$ cat src/rtl/dnstd_pkg.sv
// ----------------------------------------------------------------------------
// dnstd_pkg
// Shared types and constants of the DNS tunnel host detector.
// ----------------------------------------------------------------------------
`default_nettype none

package dnstd_pkg;

    localparam int NAME_W  = 8;
    localparam int IP_W    = 32;
    localparam int TIME_W  = 32;
    localparam int COUNT_W = 17;
    localparam int LIMIT_W = 16;
    localparam int TENTH_W = 4;
    localparam int CIDX_W  = 8;
    localparam int CDATA_W = 32;

    localparam logic [COUNT_W-1:0] COUNT_MAX = '1;

    localparam logic [NAME_W-1:0] CHAR_ZERO = 8'h30;
    localparam logic [NAME_W-1:0] CHAR_NINE = 8'h39;

    localparam logic [CIDX_W-1:0] CFG_EXPIRY      = 8'd0;
    localparam logic [CIDX_W-1:0] CFG_COUNT_LIMIT = 8'd1;
    localparam logic [CIDX_W-1:0] CFG_MIN_LENGTH  = 8'd2;
    localparam logic [CIDX_W-1:0] CFG_TENTHS      = 8'd3;

    localparam logic [TIME_W-1:0]  RST_EXPIRY      = 32'd60;
    localparam logic [LIMIT_W-1:0] RST_COUNT_LIMIT = 16'd100;
    localparam logic [NAME_W-1:0]  RST_MIN_LENGTH  = 8'd32;
    localparam logic [TENTH_W-1:0] RST_TENTHS      = 4'd5;

    typedef enum logic [2:0] {
        VD_ADDED   = 3'd0,
        VD_FULL    = 3'd1,
        VD_EXPIRED = 3'd2,
        VD_COUNT   = 3'd3,
        VD_DIGITS  = 3'd4,
        VD_NORMAL  = 3'd5,
        VD_INVALID = 3'd6
    } verdict_t;

    typedef enum logic [1:0] {
        ST_CLEAR,
        ST_IDLE,
        ST_SCAN,
        ST_DECIDE
    } back_state_t;

    typedef struct packed {
        logic [IP_W-1:0]   ip;
        logic [TIME_W-1:0] now;
        logic [NAME_W-1:0] len;
        logic [NAME_W-1:0] digits;
        logic              ok;
    } query_t;

    typedef struct packed {
        logic               valid;
        logic [IP_W-1:0]    ip;
        logic [COUNT_W-1:0] count;
        logic [TIME_W-1:0]  created;
    } entry_t;

    typedef struct packed {
        logic [TIME_W-1:0]  expiry;
        logic [LIMIT_W-1:0] count_limit;
        logic [TENTH_W-1:0] tenths;
    } back_cfg_t;

endpackage

`default_nettype wire

$ cat src/rtl/dnstd_queue.sv
// ----------------------------------------------------------------------------
// dnstd_queue
// Two-entry queue of query descriptors between front and back.
// ----------------------------------------------------------------------------
`default_nettype none

module dnstd_queue (
    input  wire logic               clk,
    input  wire logic               rst_n,
    input  wire logic               in_valid,
    output logic                    in_ready,
    input  wire dnstd_pkg::query_t  in_data,
    output logic                    out_valid,
    input  wire logic               out_ready,
    output dnstd_pkg::query_t       out_data
);

    dnstd_pkg::query_t slot_reg [2];
    logic              wr_ptr_reg;
    logic              wr_ptr_next;
    logic              rd_ptr_reg;
    logic              rd_ptr_next;
    logic [1:0]        cnt_reg;
    logic [1:0]        cnt_next;
    logic              push;
    logic              pop;

    assign in_ready  = (cnt_reg != 2'd2);
    assign out_valid = (cnt_reg != 2'd0);
    assign out_data  = slot_reg[rd_ptr_reg];
    assign push      = in_valid && in_ready;
    assign pop       = out_valid && out_ready;

    always_comb
    begin
        wr_ptr_next = push ? ~wr_ptr_reg : wr_ptr_reg;
        rd_ptr_next = pop ? ~rd_ptr_reg : rd_ptr_reg;
        cnt_next    = cnt_reg;
        if (push && !pop)
        begin
            cnt_next = cnt_reg + 2'd1;
        end
        else if (pop && !push)
        begin
            cnt_next = cnt_reg - 2'd1;
        end
    end

    always_ff @(posedge clk)
    begin
        if (push)
        begin
            slot_reg[wr_ptr_reg] <= in_data;
        end
    end

    always_ff @(posedge clk or negedge rst_n)
    begin
        if (!rst_n)
        begin
            wr_ptr_reg <= 1'b0;
            rd_ptr_reg <= 1'b0;
            cnt_reg    <= 2'd0;
        end
        else
        begin
            wr_ptr_reg <= wr_ptr_next;
            rd_ptr_reg <= rd_ptr_next;
            cnt_reg    <= cnt_next;
        end
    end

endmodule

`default_nettype wire

$ cat config.mk
export PLATFORM = sky130hd
export DESIGN_NAME = dnstd_queue
export DESIGN_NICKNAME = d
export VERILOG_FILES = /design/src/rtl/dnstd_pkg.sv /design/src/rtl/dnstd_queue.sv
export SDC_FILE = /design/constraint.sdc
export NUM_CORES = 1
export LEC_CHECK = 0
export BUFFER_PORTS_ARGS = -buffer_cell sky130_fd_sc_hd__buf_2
export CORE_MARGIN = 2
export CORE_UTILIZATION = 46
export CTS_CLUSTER_SIZE = 24
export DETAILED_ROUTE_END_ITERATION = 7
export HOLD_SLACK_MARGIN = 0.02
export PLACE_DENSITY_LB_ADDON = 0.1
export SYNTH_ARGS = -nofsm -noshare
export SYNTH_HDL_FRONTEND = slang
export SYNTH_SLANG_ARGS = --single-unit
$ cat constraint.sdc
create_clock -name clk -period 5.7 [get_ports clk]
set_input_delay 0 -clock clk [delete_from_list [all_inputs] [get_ports clk]]
set_output_delay 0 -clock clk [all_outputs]
set_load 0.01 [all_outputs]
# After elaboration in Yosys (flattened, before gate mapping)
# Memory sizes are Yosys's and may differ from the RTL's.
# Cells that the tools add are included.
[word_totals]
regBits = 4
memories = 1
mem_bits_ro = 0
mem_bits_rw = 162
out_inout_bits = 83
inputBits = 85
latch_bits = 0
wordCells = 21
[memory_table]
columns = ["memory", "words", "word_bits", "read_ports", "rd_ports_with_merged_regs", "write_ports", "line_no", "rtl"]
rows = [
  ["slot_reg", 2, 81, 1, 0, 1, "dnstd_queue.sv:18", "dnstd_pkg::query_t slot_reg [2];"],
]
[op_classes]
n_lt_le_gt_ge = 0
bitwise = 2
muxes = 4
eq_ne = 1
n_addsub = 2
mul = 0
n_reduce_logical = 8
n_shift = 0
div_mod_pow = 0
[ops]
columns = ["cell", "n"]
rows = [
  ["1-bit logical AND", 4],
  ["2-bit two-way mux", 2],
  ["2-bit nonzero test", 2],
  ["2-bit by 1-bit adder with 2-bit output (second input constant)", 1],
  ["1-bit zero test", 2],
  ["1-bit two-way mux", 2],
  ["2-bit inequality test (second input constant)", 1],
  ["1-bit inverter", 2],
  ["2-bit by 1-bit subtractor with 2-bit output (second input constant)", 1],
]

# Longest topological paths before layout
[depth]
depth_word = 6
mapped_depth = 7
depth_no_buf = 7

# Worst setup path after synthesis
# Ideal clock, no wire load.
[synth_path]
path_type = "reg2reg"
from = "register cnt_reg[0]"
to = "memory slot_reg[0][0] (netlist bit) (enable)"
path_slack_ns = 1.102
t_arrival_ns = 4.077
path_buffers = 0
stages_incl_launch_ff = 4
required_ns = 5.179
setup_ns = 0.521
path_cell_list = "dfrtp_1 -> nand2b_1 -> nand2_1 -> nor2_1"
[synth_between]
elab_chain_len = 4
[synth_rtl]
columns = ["element", "line_no", "rtl"]
rows = [
  ["start, declared", "dnstd_queue.sv:23", "logic [1:0] cnt_reg;"],
  ["start signal, assigned", "dnstd_queue.sv:69", "cnt_reg <= cnt_next;"],
  ["2-bit inequality test", "dnstd_queue.sv:28", "assign in_ready = (cnt_reg != 2'd2);"],
  ["named net in_ready", "dnstd_queue.sv:11", "output logic in_ready,"],
  ["1-bit logical AND", "dnstd_queue.sv:31", "assign push = in_valid && in_ready;"],
  ["1-bit two-way mux", "dnstd_queue.sv:51", "if (push)"],
  ["1-bit two-way mux (implied by the code)", "dnstd_queue.sv:53", "slot_reg[wr_ptr_reg] <= in_data;"],
  ["end, declared", "dnstd_queue.sv:18", ""],
]
# The timed path passes the listed nets, and every way through them passes these cells.

==> results.md <==
* Max-slew violation count at 0
* Via count at 3330
* Register area at 4969 sq um
* CP Max Fanout at 45
* Layout cells sized above 1 at 50.64%
* Worst-skew pair later-pin latency at 410 ps
* CTS buffer count at 17
* WL final at 11200 um
* Dpl hpwl at 6709 um
* Hold_sp: in_data[1]
* CTS sink cnt at 166
* Setup violators final at 0
* GRT overflow at 0
* Vias in the first global route at 3443
* Worst r2r path cells at 3
* Hold Crit Class: in2reg
* Period utilization at 47.25%
* Core area at 13770 sq um
* Synthesis-stage register bit count at 166
* Buffers on Ports at 167
* Seq/Total Area, Yosys at 77.11%
* P_leak at 3.530 nW
* Die area at 14960 sq um
* Post-synth EDFFs at 162
* Hold depth at 2
* RSZ-0062 raised after global routing: false
* # DRC at 0
* Largest net degree at the start of global routing at 82
* Layout fillers at 1069
* Antenna violations before repair at 0
* Nets at 621
* Area leader, netlist: edfxtp_1
* Die X at 122.3 um
* # IOs at 168
* DRT Pass-1 Iters at 4
* Worst-path clk slew at 60 ps
* Tot Pwr at 4.100 mW
* Vias per cell at 4.593
* Final Hold Fails at 0
* CTS tree: done
* Slack of the critical path at 3007 ps
* Worst setup SP type: flip-flop
* CTS root buf: clkbuf_16
* FF-to-FF Start: cnt_reg[0]
* Required @ worst endpoint at 5700 ps
* Average instance area after synthesis at 23.85 sq um
* Reg2reg setup slack at 3560 ps
* Yosys Warn Count at 0
* Util after Layout at 63.31%
* Max incr delay on CP at 970 ps
* Commonest cells in the netlist: 162 x edfxtp_1, 79 x mux2_4, 8 x buf_12
* P&R area growth vs syn at 35.43%
* Setup TNS at 0 ps
* Main synth FF type: edfxtp_1
* PD cells at 470.3 nW/um^2
* Critical-path top delay cell: dfrtp_4
* Pre-CTS setup slack at 3390 ps
* Multi-input logic area at 1311 sq um
* DP Cell Count at 611
* Clk_skew at 3.986 ps
* Post-layout minimum cycle time at 2693 ps
* H-tree Lvls at 4
* Max reg flops at 162
* Routed len/inst at 15.45 um
* VDD IR max at 0.2559 mV
* MaxCap Viol Count at 0
* Fin cells at 725
* Final GP Congestion at 0.7094
* Postcts setup bufs at 0
* Post-Syn Area at 6439 sq um
* Status: finished clean
* Post-route ant nets at 0
* Cells after synthesis at 270
* Crit. End Element: output pin
* Kind of critical path: reg2out
* Async SR Flop Fraction at 2.410%
* Synth top area share at 75.55%
* Clock Path Buffers at 2
* Most area-consuming cells after synthesis: edfxtp_1 76%, mux2_4 18%, buf_12 2.5%
* Crit path DAT at 2690 ps
* Diode count at 0
* Most frequent cell after synthesis: edfxtp_1
* DIE HEIGHT at 122.3 um
* Worst rel slew slack at 27.42%
* F_max at 371.3 MHz
* Row count at 43
* Starting Density at 46.75%
* Initial drt markers at 176
* Total GRT Usage at 15.27%
* Crit-path cells: buf_4, mux2_2, buf_2
* Post-synthesis cell type count at 15
* Hold Crit Endpoint: slot_reg[1][1]
* Worst reg2reg endpoint: slot_reg[1][78]
* Syn Nets at 356
* Tightest Pin Transition at 1089 ps
* First-pass GRT wire length at 16650 um
routing by layer:
| layer | global-route usage [%] | routed length (um) | vias to the layer above |
|---|---|---|---|
| met1 | 16.71 | 4442 | 1615 |
| met4 | 7.687 | 253 | 0 |
| met5 | 0 | 0 | - |
| li1 | - | - | 1598 |
| met3 | 4.368 | 562 | 19 |
| met2 | 27.01 | 5944 | 98 |
critical path: cells and delay by family, from the launching register on:
family,cells,cell delay (ps)
DFF,1,970
buffers and inverters,2,850
muxes,1,400
worst max path at each step:
| stage | slack [ps] | to | start |
|---|---|---|---|
| floorplan | 1100 | slot_reg[0][0] | cnt_reg[0] |
| global placement | 3390 | out_data[73] | rd_ptr_reg |
| detailed placement | 3390 | out_data[73] | rd_ptr_reg |
| CTS | 2930 | out_data[73] | rd_ptr_reg |
| global route | 2860 | out_data[73] | rd_ptr_reg |
| finish | 3010 | out_data[73] | rd_ptr_reg |
what timing repair did:
action,CTS,global route
hold endpoints to repair,168,0
resized for setup,0,0
hold buffers,85,0
per-stage QoR:
stage	instance area [sq um]	hold slack [ps]
2_1_floorplan	6439	-295.6
3_3_place_gp	7367	-190.4
3_5_place_dp	7367	-189.3
4_1_cts	8720	283.5
5_1_grt	8720	298.9
6_report	8720	304.9
cells in the final DEF, fill, tap and decap left out, types with 4 or more instances in the layout:
cell / instances
clkbuf_1: 4
buf_2: 167
edfxtp_1: 162
clkbuf_16: 17
mux2_4: 79
clkinv_2: 4
dlygate4sd3_1: 85
cell families (layout without fill, tap and decap cells):
group,count (synthesis),count (layout),share of synthesized area (%)
flops,166,166,77.11
mux,81,81,18.77
buf+inv,10,285,2.720
simple gates,7,7,0.5250
xor+xnor,5,5,0.6803
fa+ha+maj,1,1,0.1943
layout make-up:
cell class                      instances  area share (%)
Multi-Input combinational cell         94           15.04
Tap cell                              180           2.583
Clock inverter                          8          0.7031
Timing Repair Buffer                  255           19.60
Clock buffer                           21           5.051
Sequential cell                       166           56.98
Inverter                                1         0.04305
power breakdown:
group,switching (mW),internal (mW),leakage [nW]
logic,0.584,0.701,1.73
clock network,0.404,0.584,0.249
registers,0.153,1.68,1.55
total,1.14,2.96,3.53
No activity file was read; power rests on OpenSTA's default activity.
