`config.mk`:
```
export PLATFORM = sky130hd
export DESIGN_NAME = dnstd_front
export DESIGN_NICKNAME = d
export VERILOG_FILES = /design/src/rtl/dnstd_pkg.sv /design/src/rtl/dnstd_front.sv
export SDC_FILE = /design/constraint.sdc
export NUM_CORES = 1
export LEC_CHECK = 0
export ABC_AREA = 1
export BUFFER_PORTS_ARGS = -buffer_cell sky130_fd_sc_hd__buf_2
export CAP_MARGIN = 20
export CORE_MARGIN = 3
export CORE_UTILIZATION = 35
export CTS_CLUSTER_DIAMETER = 40
export DETAILED_ROUTE_END_ITERATION = 7
export PLACE_DENSITY = 0.81
export SYNTH_ARGS = -nofsm -noshare
export SYNTH_HDL_FRONTEND = slang
export SYNTH_SLANG_ARGS = --single-unit
```
`constraint.sdc`:
```
create_clock -name clk -period 1.82 [get_ports clk]
set_input_delay 0.091 -clock clk [delete_from_list [all_inputs] [get_ports clk]]
set_output_delay 0.091 -clock clk [all_outputs]
set_load 0.05 [all_outputs]
```
`src/rtl/dnstd_pkg.sv`:
```
// ----------------------------------------------------------------------------
// dnstd_pkg
// Shared types and constants of the DNS tunnel host detector.
// ----------------------------------------------------------------------------
`default_nettype none

package dnstd_pkg;

    localparam int NAME_W  = 8;
    localparam int IP_W    = 32;
    localparam int TIME_W  = 32;
    localparam int COUNT_W = 17;
    localparam int LIMIT_W = 16;
    localparam int TENTH_W = 4;
    localparam int CIDX_W  = 8;
    localparam int CDATA_W = 32;

    localparam logic [COUNT_W-1:0] COUNT_MAX = '1;

    localparam logic [NAME_W-1:0] CHAR_ZERO = 8'h30;
    localparam logic [NAME_W-1:0] CHAR_NINE = 8'h39;

    localparam logic [CIDX_W-1:0] CFG_EXPIRY      = 8'd0;
    localparam logic [CIDX_W-1:0] CFG_COUNT_LIMIT = 8'd1;
    localparam logic [CIDX_W-1:0] CFG_MIN_LENGTH  = 8'd2;
    localparam logic [CIDX_W-1:0] CFG_TENTHS      = 8'd3;

    localparam logic [TIME_W-1:0]  RST_EXPIRY      = 32'd60;
    localparam logic [LIMIT_W-1:0] RST_COUNT_LIMIT = 16'd100;
    localparam logic [NAME_W-1:0]  RST_MIN_LENGTH  = 8'd32;
    localparam logic [TENTH_W-1:0] RST_TENTHS      = 4'd5;

    typedef enum logic [2:0] {
        VD_ADDED   = 3'd0,
        VD_FULL    = 3'd1,
        VD_EXPIRED = 3'd2,
        VD_COUNT   = 3'd3,
        VD_DIGITS  = 3'd4,
        VD_NORMAL  = 3'd5,
        VD_INVALID = 3'd6
    } verdict_t;

    typedef enum logic [1:0] {
        ST_CLEAR,
        ST_IDLE,
        ST_SCAN,
        ST_DECIDE
    } back_state_t;

    typedef struct packed {
        logic [IP_W-1:0]   ip;
        logic [TIME_W-1:0] now;
        logic [NAME_W-1:0] len;
        logic [NAME_W-1:0] digits;
        logic              ok;
    } query_t;

    typedef struct packed {
        logic               valid;
        logic [IP_W-1:0]    ip;
        logic [COUNT_W-1:0] count;
        logic [TIME_W-1:0]  created;
    } entry_t;

    typedef struct packed {
        logic [TIME_W-1:0]  expiry;
        logic [LIMIT_W-1:0] count_limit;
        logic [TENTH_W-1:0] tenths;
    } back_cfg_t;

endpackage

`default_nettype wire

```
`src/rtl/dnstd_front.sv`:
```
// ----------------------------------------------------------------------------
// dnstd_front
// Takes name characters, keeps running length and digit counts, and pushes
// one query descriptor per name on its last character.
// ----------------------------------------------------------------------------
`default_nettype none

module dnstd_front #(
    parameter int MAX_NAME_LENGTH = 255
) (
    input  wire logic                         clk,
    input  wire logic                         rst_n,
    input  wire logic                         s_tvalid,
    output logic                              s_tready,
    input  wire logic [71:0]                  s_tdata,
    input  wire logic [1:0]                   s_tuser,
    input  wire logic                         s_tlast,
    input  wire logic [dnstd_pkg::NAME_W-1:0] min_name_length,
    output logic                              q_valid,
    input  wire logic                         q_ready,
    output dnstd_pkg::query_t                 q_data
);

    localparam logic [dnstd_pkg::NAME_W-1:0] LEN_MAX = dnstd_pkg::NAME_W'(MAX_NAME_LENGTH);

    logic [dnstd_pkg::NAME_W-1:0] len_reg;
    logic [dnstd_pkg::NAME_W-1:0] len_next;
    logic [dnstd_pkg::NAME_W-1:0] dig_reg;
    logic [dnstd_pkg::NAME_W-1:0] dig_next;
    logic [dnstd_pkg::NAME_W-1:0] len_cur;
    logic [dnstd_pkg::NAME_W-1:0] dig_cur;
    logic [dnstd_pkg::NAME_W-1:0] ch;
    logic                         present;
    logic                         is_digit;
    logic                         accept;

    assign ch       = s_tdata[71:64];
    assign present  = s_tuser[0];
    assign s_tready = q_ready;
    assign accept   = s_tvalid && q_ready;
    assign q_valid  = s_tvalid && s_tlast;

    always_comb
    begin
        is_digit = ch inside {[dnstd_pkg::CHAR_ZERO:dnstd_pkg::CHAR_NINE]};
        len_cur  = len_reg;
        dig_cur  = dig_reg;
        if (present && (len_reg < LEN_MAX))
        begin
            len_cur = len_reg + 1'b1;
        end
        if (present && is_digit && (dig_reg < LEN_MAX))
        begin
            dig_cur = dig_reg + 1'b1;
        end
        len_next = len_reg;
        dig_next = dig_reg;
        if (accept)
        begin
            len_next = s_tlast ? '0 : len_cur;
            dig_next = s_tlast ? '0 : dig_cur;
        end
    end

    always_comb
    begin
        q_data.ip     = s_tdata[31:0];
        q_data.now    = s_tdata[63:32];
        q_data.len    = len_cur;
        q_data.digits = (len_cur > min_name_length) ? dig_cur : '0;
        q_data.ok     = s_tuser[1];
    end

    always_ff @(posedge clk or negedge rst_n)
    begin
        if (!rst_n)
        begin
            len_reg <= '0;
            dig_reg <= '0;
        end
        else
        begin
            len_reg <= len_next;
            dig_reg <= dig_next;
        end
    end

endmodule

`default_nettype wire

```
=== Word-level counts from Yosys, hierarchy flattened ===
Index checks and enable logic that the tools add are counted.

* Word-level logic and storage cells: 20
* Register bits: 16

* Multiplexer cells: 5
* Add/subtract/negate cells: 2
* $lt $le $gt $ge: 5
* Reductions and logical operators: 6

{| class="wikitable"
|+ Operators with widths
! operator !! number
|-
| 8-bit two-way mux || 5
|-
| 8-bit by 1-bit adder with 8-bit output (second input constant) || 2
|-
| 8-bit < comparator (second input constant) || 2
|-
| 8-bit by 6-bit >= comparator with 1-bit output (second input constant) || 1
|-
| 8-bit greater-than comparator || 1
|-
| 8-bit by 6-bit <= comparator with 1-bit output (second input constant) || 1
|-
| 1-bit logical AND || 6
|}

=== Logic depth before layout (Yosys ltp) ===
Gate-level depths: netlist of run 1.

* Depth in word-level cells: 6
* Mapped depth: 18
* Gate-level depth less buffers: 18

=== Worst setup path after synthesis of run 1 ===
OpenSTA, ideal clock, no wires.

* Path type: register to output
* Start point: register len_reg[0] (netlist bit)
* End point: output q_data[1] (netlist bit)
* Arrival time: 3.602 ns
* Cell stages (with the launch flop): 14
* Required time: 1.729 ns
* Buffers on the path: 0
* Slack: -1.873 ns
* Cell sequence: dfrtp_1 ha_1 nand2_1 nor2_1 nand2_1 nand2_2 inv_2 a21boi_0 ha_1 nand2_1 nor2_1 nand4_1 nand2_1 nor2_1

{| class="wikitable"
|+ RTL lines
! item !! RTL line !! text
|-
| start, declared || dnstd_front.sv:26 || <nowiki>logic [dnstd_pkg::NAME_W-1:0] len_reg;</nowiki>
|-
| start signal, assigned || dnstd_front.sv:83 || <nowiki>len_reg <= len_next;</nowiki>
|-
| end, declared || dnstd_front.sv:21 || <nowiki>output dnstd_pkg::query_t q_data</nowiki>
|}

==> flow_metrics.tcl, run 1 <==
set metrics [dict create \
    status "finished with violations" \
    groute.usage.overall_pct 14.2 \
    final_util_pct 48.0 \
    clkLatencyLatePin_ns 0.24 \
    ys_seq_area_share_pct 20.3 \
    cp_slowest_cell "dfrtp_1" \
    slew_headroom_pct 51.3 \
    cpPeakStageDelay_ns 0.36 \
    fin_ws_ns -0.914 \
    first_iter_violations 92 \
    whs_ns 0.182 \
    cap_violations 0 \
    synth_warnings 0 \
    die-area_um2 6570 \
    seqCellArea_um2 400 \
    clock_path_buffers 2 \
    fmax_mhz 366 \
    path_cells "ha_2 -> nand2_2 -> nor2_2 -> nand2_2 -> nand2_8 -> inv_8 -> buf_12 -> a21boi_4 -> ha_4 -> nand2_4 -> nor2_4 -> nand4_1 -> nand2_8 -> nor2_4 -> buf_8" \
    drc 0 \
    path_clk_slew_ns 0.06 \
    coreArea_um2 5270 \
    leakagePower_nw 1.29 \
    arrival_ns 2.64 \
    drive_above_1_share_pct 40.1 \
    hold_viol_final 0 \
    detailed_place_hpwl_um 3350 \
    syn_avg_cell_area_um2 6.34 \
    place_inst 380 \
    wl_per_cell_um 12.3 \
    netlist_instances 311 \
    synth_edf_count 0 \
    endpoint_kind "output port" \
    initial_core_util_pct 37.4 \
    diodes 0 \
    ys_async_sr_fraction_pct 100 \
    power_density_nw_per_um2 553 \
    cts_tree "yes" \
    globalRouteMet3Util_pct 5.10 \
    hp-class "input port to output port" \
    die_x_um 81.1 \
    syn_area_um2 1970 \
    multi_input_area_um2 1210 \
    vdd_ir_drop_max_uv 271 \
    fillCellCount 468 \
    vias 1850 \
    cts_buffers 3 \
    finClkSkew_ns 0.000477 \
    worst_pin_slew_ns 0.730 \
    synthFlopType "dfrtp_1" \
    slew_violations 0 \
    syn_nets 408 \
    root_buffer "clkbuf_8" \
    ys_types 27 \
    rsz0062_at_grt "true" \
    nets 417 \
    dr.pass1.iters 4 \
    ys_ff_latch 16 \
    crit_fanout 8 \
    area_delta_synth_final_pct 28.2 \
    vias_per_cell 4.76 \
    layout_common_cells "nand2_1 (87), inv_1 (34), buf_4 (29)" \
    gp_congestion 0.896 \
    period_needed_ns 2.73 \
    setup_violations 15 \
    met2_usage_pct 25.3 \
    grt-ovfl-total 0 \
    dieHeight_um 81.1 \
    grt_max_degree 17 \
    ant_nets 0 \
    numClockSinks 16 \
    io_pins 170 \
    period_share_pct 150 \
    start_kind "register" \
    drt-total-wl_um 4790 \
    io_buffers 38 \
    grt_antenna_before_repair 0 \
    met1_usage_pct 15.8 \
    failed_checks "setup timing" \
    final_common_cell "nand2_1" \
    row_count 26 \
    cp.required_ns 1.73 \
    critical_path_class "register to output port" \
    fin_cells 389 \
    grt_busiest_layer "met2" \
    dp_slack_ns -0.789 \
    htree_levels 1 \
    first_global_vias 1860 \
    grt_pass1_wl_um 7600 \
]
==> critical path, delay by kind of cell (launching register included) <==
family,cells,cell delay [ns]
DFF,1,0.36
adders and majority gates,2,0.37
AOI/OAI and AO/OA,1,0.16
and+or+nand+nor,9,1.14
buffers and inverters,3,0.33
==> synthesized netlist by cell type, types with 3 or more instances <==
cell,n,area share (%)
a21oi_1,3,0.76
buf_4,66,25
dfrtp_1,16,20
ha_1,10,6.3
inv_1,38,7.2
nand2_1,102,19
nand3_1,23,5.8
nand4_1,5,1.6
nor2_1,20,3.8
o21ai_0,3,0.76
xor2_1,3,1.3
==> kinds of logic (layout without fill, tap and decap cells) <==
logic type	after synthesis	after routing	synth area share (%)
and+or+nand+nor	159	159	33.9
adders and majority gates	10	10	6.34
DFF	16	16	20.3
AOI/OAI and AO/OA	15	15	4.76
buffers and inverters	107	115	33.0
xor gates and xnor gates	4	4	1.78
==> layout make-up <==
class,count,area share [%]
Multi-Input combinational cell,188,47.9
Clock buffer,4,2.18
Sequential cell,16,15.8
Timing Repair Buffer,72,24.4
Tap cell,70,3.46
Inverter,39,6.28
==> path summary, 6_finish.rpt <==
kind | cells after the start | end | slack (ns) | start
max | 15 | q_data[7] | -0.91 | len_reg[1]$_DFFE_PN0P_
min in group asynchronous | 2 | len_reg[7]$_DFFE_PN0P_ | 0.28 | rst_n
min | 0 | q_data[17] | 0.18 | s_tdata[32]
min reg2reg | 2 | dig_reg[7]$_DFFE_PN0P_ | 0.55 | dig_reg[7]$_DFFE_PN0P_
max reg2reg | 12 | len_reg[0]$_DFFE_PN0P_ | 0.12 | len_reg[1]$_DFFE_PN0P_
max in group asynchronous | 2 | dig_reg[5]$_DFFE_PN0P_ | 1.29 | rst_n
==> where the power goes <==
part	internal (W)	total, W	leakage (nW)	switching, W
Combinational	0.000298	0.000683	1.05	0.000385
Clock	0.000192	0.000305	0.0288	0.000113
Sequential	0.000383	0.000410	0.216	0.0000270
Total	0.000873	0.00140	1.29	0.000525
==> routing by layer <==
metal	part of all wire [%]	up-vias
li1	-	906
met1	40	854
met2	51	74
met3	6.6	16
met4	2.4	0
met5	0	-
==> through the flow <==
step | area (um2) | TNS [ns] | total power [W]
floorplan | 2070 | -6.07 | 0.00112
global placement | 2070 | -4.99 | 0.000905
detailed placement | 2070 | -6.20 | 0.000918
CTS | 2350 | -6.55 | 0.00132
global route | 2530 | -9.46 | 0.00148
finish | 2530 | -8.04 | 0.00140
==> what timing repair did <==
item                                    CTS  global route
pin swaps                                11            19
endpoints found under the setup margin   16            16
hold buffers                              1             0
hold endpoints to repair                 16             0
buffers inserted                          3             3
resized for setup                        58            40
No activity file was read; power rests on OpenSTA's default activity.
==> run 2: changes to the inputs <==
- CELL_PAD_IN_SITES_DETAIL_PLACEMENT: default -> 1
- CELL_PAD_IN_SITES_GLOBAL_PLACEMENT: default -> 2
- CORE_ASPECT_RATIO: default -> 0.5
- CORE_UTILIZATION: 35 -> 16
- PLACE_DENSITY: 0.81 -> 0.82
- TNS_END_PERCENT: default -> 10
==> run 2 against run 1 <==
The run still ends with setup timing left; design area rose by 6.5%; combinational power rose by 3%; wire length rose by 22%; non-clock buffer count rose by 15; utilization fell by 25 points; critical path depth did not move; clock power rose by 37%; power rose by 9.6%; critical path type unchanged.
==> flow_metrics.tcl, run 2 (synthesis results as in run 1) <==
set metrics [dict create \
    arrival_ns 2.54 \
    layout_common_cells "nand2_1 (91), buf_4 (45), inv_1 (35)" \
    dr.pass1.iters 4 \
    area_delta_synth_final_pct 36.5 \
    hold_viol_final 0 \
    clkLatencyLatePin_ns 0.24 \
    drt-total-wl_um 5830 \
    cp_slowest_cell "dfrtp_1" \
    cts_buffers 3 \
    worstHoldPathCells 0 \
    multi_input_area_um2 1170 \
    start_kind "register" \
    grt-ovfl-total 0 \
    worst_pin_slew_ns 0.385 \
    ant_nets 0 \
    p_int_w 0.000992 \
    failed_checks "setup timing" \
    dieHeight_um 84.5 \
    vias 1916 \
    cp.required_ns 1.73 \
    grt_pass1_wl_um 9280 \
    switchingPower_w 0.000541 \
    cap_violations 0 \
    fmax_mhz 380 \
    critical_path_class "register to output port" \
    slew_violations 0 \
    nets 432 \
    rsz0062_at_grt "true" \
    cts_tree "yes" \
    htree_levels 1 \
    period_needed_ns 2.63 \
    p_comb_share_pct 45.9 \
    status "finished with violations" \
    place_inst 482 \
    path_cells "ha_2 -> nand2_2 -> nor2_2 -> nand2_2 -> nand2_4 -> inv_6 -> o21ai_1 -> and2_4 -> ha_1 -> nand2_1 -> nor2_2 -> nand4_1 -> nand2_8 -> nor2_4 -> buf_6" \
    seqCellArea_um2 400 \
    coreArea_um2 11500 \
    fillCellCount 1403 \
    first_iter_violations 61 \
    finalPower_w 0.00153 \
    numClockSinks 16 \
    drive_above_1_share_pct 41.1 \
    die_x_um 163 \
    setup_tns_ns -6.71 \
    swShare_pct 35.3 \
    p_seq_share_pct 26.8 \
    leakagePower_nw 1.35 \
    io_buffers 38 \
    period_share_pct 145 \
    slew_headroom_pct 74.3 \
    grt_max_degree 17 \
    crit_fanout 8 \
    dp_slack_ns -0.763 \
    first_global_vias 2017 \
    root_buffer "clkbuf_16" \
    die-area_um2 13800 \
    fin_ws_ns -0.813 \
    vias_per_cell 3.89 \
    diodes 0 \
    detailed_place_hpwl_um 4530 \
    initial_core_util_pct 17.2 \
    grt_antenna_before_repair 0 \
    hp-class "input port to output port" \
    endpoint_kind "output port" \
    reg2reg_depth 10 \
    groute.usage.overall_pct 8.02 \
    finClkSkew_ns 0.000987 \
    clkPwrFrac_pct 27.3 \
    clock_path_buffers 2 \
    setup_violations 13 \
    final_common_cell "nand2_1" \
    drc 0 \
    cpPeakStageDelay_ns 0.38 \
    placed_area_um2 2270 \
    io_pins 170 \
    gp_congestion 0.758 \
    vdd_ir_drop_max_uv 298 \
    final_cell_area_um2 2690 \
    wl_per_cell_um 11.8 \
    fin_cells 492 \
    path_clk_slew_ns 0.05 \
    row_count 27 \
    power_density_nw_per_um2 569 \
]
run 2: area by class of cell:
class	instances	area share (%)
multi-input cells	188	43.5
repair buffers	87	25.8
flip-flops and latches	16	14.9
well taps	159	7.39
inverters	39	5.71
clock buffers	3	2.79
run 2: through the flow:
| stage | hold WS, ns | util [%] |
|---|---|---|
| 6_report | 0.182 | 23.5 |
| 3_5_place_dp | 0.0424 | 19.7 |
| 3_3_place_gp | 0.0344 | 19.7 |
| 2_1_floorplan | -0.205 | - |
| 4_1_cts | 0.182 | 22.4 |
| 5_1_grt | 0.182 | 23.5 |
run 2: power by group through the flow:
stage / Clock [W] / Combinational, W / Sequential (W)
after detailed placement: 0 / 0.000541 / 0.000415
after global routing: 0.000451 / 0.000772 / 0.000416
after global placement: 0 / 0.000532 / 0.000413
after CTS: 0.000430 / 0.000640 / 0.000410
final: 0.000419 / 0.000703 / 0.000411
after floorplan: 0 / 0.000700 / 0.000416
run 2: path summary, 6_finish.rpt:
| kind | start | to | slack, ns |
|---|---|---|---|
| max | len_reg[0]$_DFFE_PN0P_ | q_data[8] | -0.81 |
| min | s_tdata[37] | q_data[22] | 0.18 |
| max reg2reg | dig_reg[0]$_DFFE_PN0P_ | dig_reg[6]$_DFFE_PN0P_ | 0.17 |
| min reg2reg | dig_reg[6]$_DFFE_PN0P_ | dig_reg[6]$_DFFE_PN0P_ | 0.55 |
| max in group asynchronous | rst_n | len_reg[1]$_DFFE_PN0P_ | 1.24 |
| min in group asynchronous | rst_n | dig_reg[1]$_DFFE_PN0P_ | 0.30 |
run 2: routing by layer:
metal / wire length [um] / vias up / global-route usage (%)
li1: - / 937 / -
met4: 65 / 0 / 1.92
met2: 2990 / 36 / 14.7
met3: 307 / 14 / 2.07
met1: 2460 / 929 / 9.38
met5: 0 / - / 0
run 2: timing repair:
item                                    in CTS  in global routing
buffers inserted                             5                  2
gates resized for setup                     54                 26
endpoints found under the setup margin      16                 16
gates cloned                                 0                  0
pin swaps                                   14                 17
endpoints found under the hold margin       16                  0
hold buffers                                 1                  0
run 2: worst max-delay path, delay by kind of cell (launching register included):
family	cells	cell delay [ns]
AO/OA/AOI/OAI	1	0.08
adder cells (fa/ha/maj)	2	0.47
buffers and inverters	2	0.26
AND/OR/NAND/NOR	10	1.12
flip-flops	1	0.38
==> run 3: changes to the inputs <==
- BUFFER_PORTS_ARGS: -buffer_cell sky130_fd_sc_hd__buf_2 -> default
- CORE_UTILIZATION: 16 -> 26
- DONT_BUFFER_PORTS: default -> 1
- PLACE_DENSITY: 0.82 -> 0.79
- SKIP_LAST_GASP: default -> 1
==> run 3 against run 2 <==
The run still ends with setup timing left; cell count shrank 20%; via count fell by 6.5%; critical path depth is the same; worst hold slack worse by 0.061 ns; utilization up 12 points; clock skew increased by 0.0035 ns; global-route usage grew 6.1 points; power down 0.82%; maximum frequency is 1.9% lower; setup slack worse by 0.051 ns; sequential share of layout area increased by 1.4 points; critical path type unchanged.
==> flow_metrics.tcl, run 3 (synthesis results as in run 1) <==
set metrics [dict create \
    clkLatencyLatePin_ns 0.25 \
    whs_ns 0.121 \
    htree_levels 1 \
    row_count 21 \
    setup_violations 13 \
    crit_fanout 8 \
    setup_tns_ns -7.44 \
    final_common_cell "nand2_1" \
    root_buffer "clkbuf_16" \
    die_x_um 129 \
    grt-ovfl-total 0 \
    critical_path_class "register to output port" \
    clkPwrFrac_pct 32.0 \
    rsz0062_at_grt "true" \
    period_needed_ns 2.68 \
    swShare_pct 35.1 \
    grt_pass1_wl_um 9600 \
    vdd_ir_drop_max_uv 274 \
    hold_viol_final 0 \
    cap_violations 0 \
    switchingPower_w 0.000533 \
    arrival_ns 2.59 \
    fillCellCount 875 \
    p_seq_share_pct 26.9 \
    drt-total-wl_um 6540 \
    nets 401 \
    status "finished with violations" \
    diodes 0 \
    dieHeight_um 67.6 \
    drive_above_1_share_pct 36.0 \
    slew_violations 0 \
    first_iter_violations 56 \
    reg2reg_depth 11 \
    p_int_w 0.000987 \
    cts_tree "yes" \
    fmax_mhz 373 \
    place_inst 387 \
    first_global_vias 1832 \
    failed_checks "setup timing" \
    io_pins 170 \
    slew_headroom_pct 46.7 \
    area_delta_synth_final_pct 25.0 \
    worst_pin_slew_ns 0.797 \
    grt_max_degree 17 \
    groute.usage.overall_pct 14.1 \
    clock_path_buffers 2 \
    period_share_pct 147 \
    wl_per_cell_um 16.5 \
    detailed_place_hpwl_um 5420 \
    cts_buffers 3 \
    die-area_um2 8730 \
    path_clk_slew_ns 0.05 \
    drc 0 \
    gp_congestion 0.854 \
    endpoint_kind "output port" \
    power_density_nw_per_um2 616 \
    fin_cells 395 \
    io_buffers 0 \
    grt_antenna_before_repair 0 \
    dr.pass1.iters 4 \
    ant_nets 0 \
    dp_slack_ns -0.731 \
    layout_common_cells "nand2_1 (91), buf_4 (45), inv_1 (34)" \
    worstHoldPathCells 3 \
    start_kind "register" \
    initial_core_util_pct 28.1 \
    numClockSinks 16 \
    fin_ws_ns -0.864 \
    vias 1791 \
    hp-class "input port to register" \
    cp.required_ns 1.73 \
    finClkSkew_ns 0.00446 \
    coreArea_um2 7020 \
    vias_per_cell 4.53 \
    leakagePower_nw 1.22 \
    p_comb_share_pct 41.1 \
]
[run 3: cell count changes in the layout (fill, tap and decap cells not counted), sizes merged]
| cell | change |
|---|---|
| clkbuf | +1 |
| buf | -31 |
[run 3: power by group through the flow]
| stage | Sequential [W] | Combinational [W] | Clock (W) |
|---|---|---|---|
| 2_1_floorplan | 0.000416 | 0.000700 | 0 |
| 3_3_place_gp | 0.000412 | 0.000520 | 0 |
| 3_5_place_dp | 0.000414 | 0.000535 | 0 |
| 4_1_cts | 0.000408 | 0.000558 | 0.000498 |
| 5_1_grt | 0.000413 | 0.000693 | 0.000519 |
| 6_report | 0.000409 | 0.000625 | 0.000486 |
[run 3: path summary, 6_finish.rpt]
check / startpoint / end / slack, ns
worst min-delay path: s_tlast / len_reg[6]$_DFFE_PN0P_ / 0.12
worst max-delay path: len_reg[1]$_DFFE_PN0P_ / q_data[7] / -0.86
worst min register to register: dig_reg[6]$_DFFE_PN0P_ / dig_reg[6]$_DFFE_PN0P_ / 0.55
max in group asynchronous: rst_n / len_reg[2]$_DFFE_PN0P_ / 0.95
worst max register to register: len_reg[1]$_DFFE_PN0P_ / len_reg[3]$_DFFE_PN0P_ / 0.24
min in group asynchronous: rst_n / dig_reg[2]$_DFFE_PN0P_ / 0.37
[run 3: final cells by class]
cell class                 instances  area (um2)  share of cell area, %
tap                               92         115                   4.67
timing repair buffer              56         539                   21.9
clock buffer                       4        88.8                   3.60
sequential                        16         400                   16.2
inverter                          39         151                   6.14
multi-input combinational        188        1170                   47.5
[run 3: worst max-delay path, stage by stage (launching register included)]
cell	delay [ns]
dfrtp_1	0.35
ha_2	0.19
nand2_2	0.06
nor2_1	0.11
nand2_1	0.10
nand2_4	0.15
inv_6	0.06
buf_12	0.13
a21boi_4	0.18
ha_4	0.16
nand2_2	0.06
nor2_2	0.10
nand4_1	0.21
nand2_8	0.24
nor2_4	0.07
buf_12	0.15
[run 3: metal layers]
layer | GRT usage (%) | vias to the layer above | share of wire, %
met5 | 0 | - | 0
met2 | 26.7 | 90 | 52
met1 | 14.5 | 797 | 35
met3 | 5.77 | 24 | 11
met4 | 4.06 | 0 | 2.0
li1 | - | 880 | -
[run 3: repair_timing]
item	in CTS	in global routing
pin swaps	5	14
buffers inserted	0	3
setup endpoints to repair	16	16
endpoints found under the hold margin	16	0
resized for setup	7	31
hold buffers	1	0
[run 3: metrics by stage]
step / cell area, um2 / total power [W] / utilization [%]
final: 2470 / 0.00152 / 35.2
after global routing: 2470 / 0.00162 / 35.2
after CTS: 2300 / 0.00146 / 32.8
after detailed placement: 2180 / 0.000949 / 31.1
after global placement: 2180 / 0.000932 / 31.1
after floorplan: 2070 / 0.00112 / -
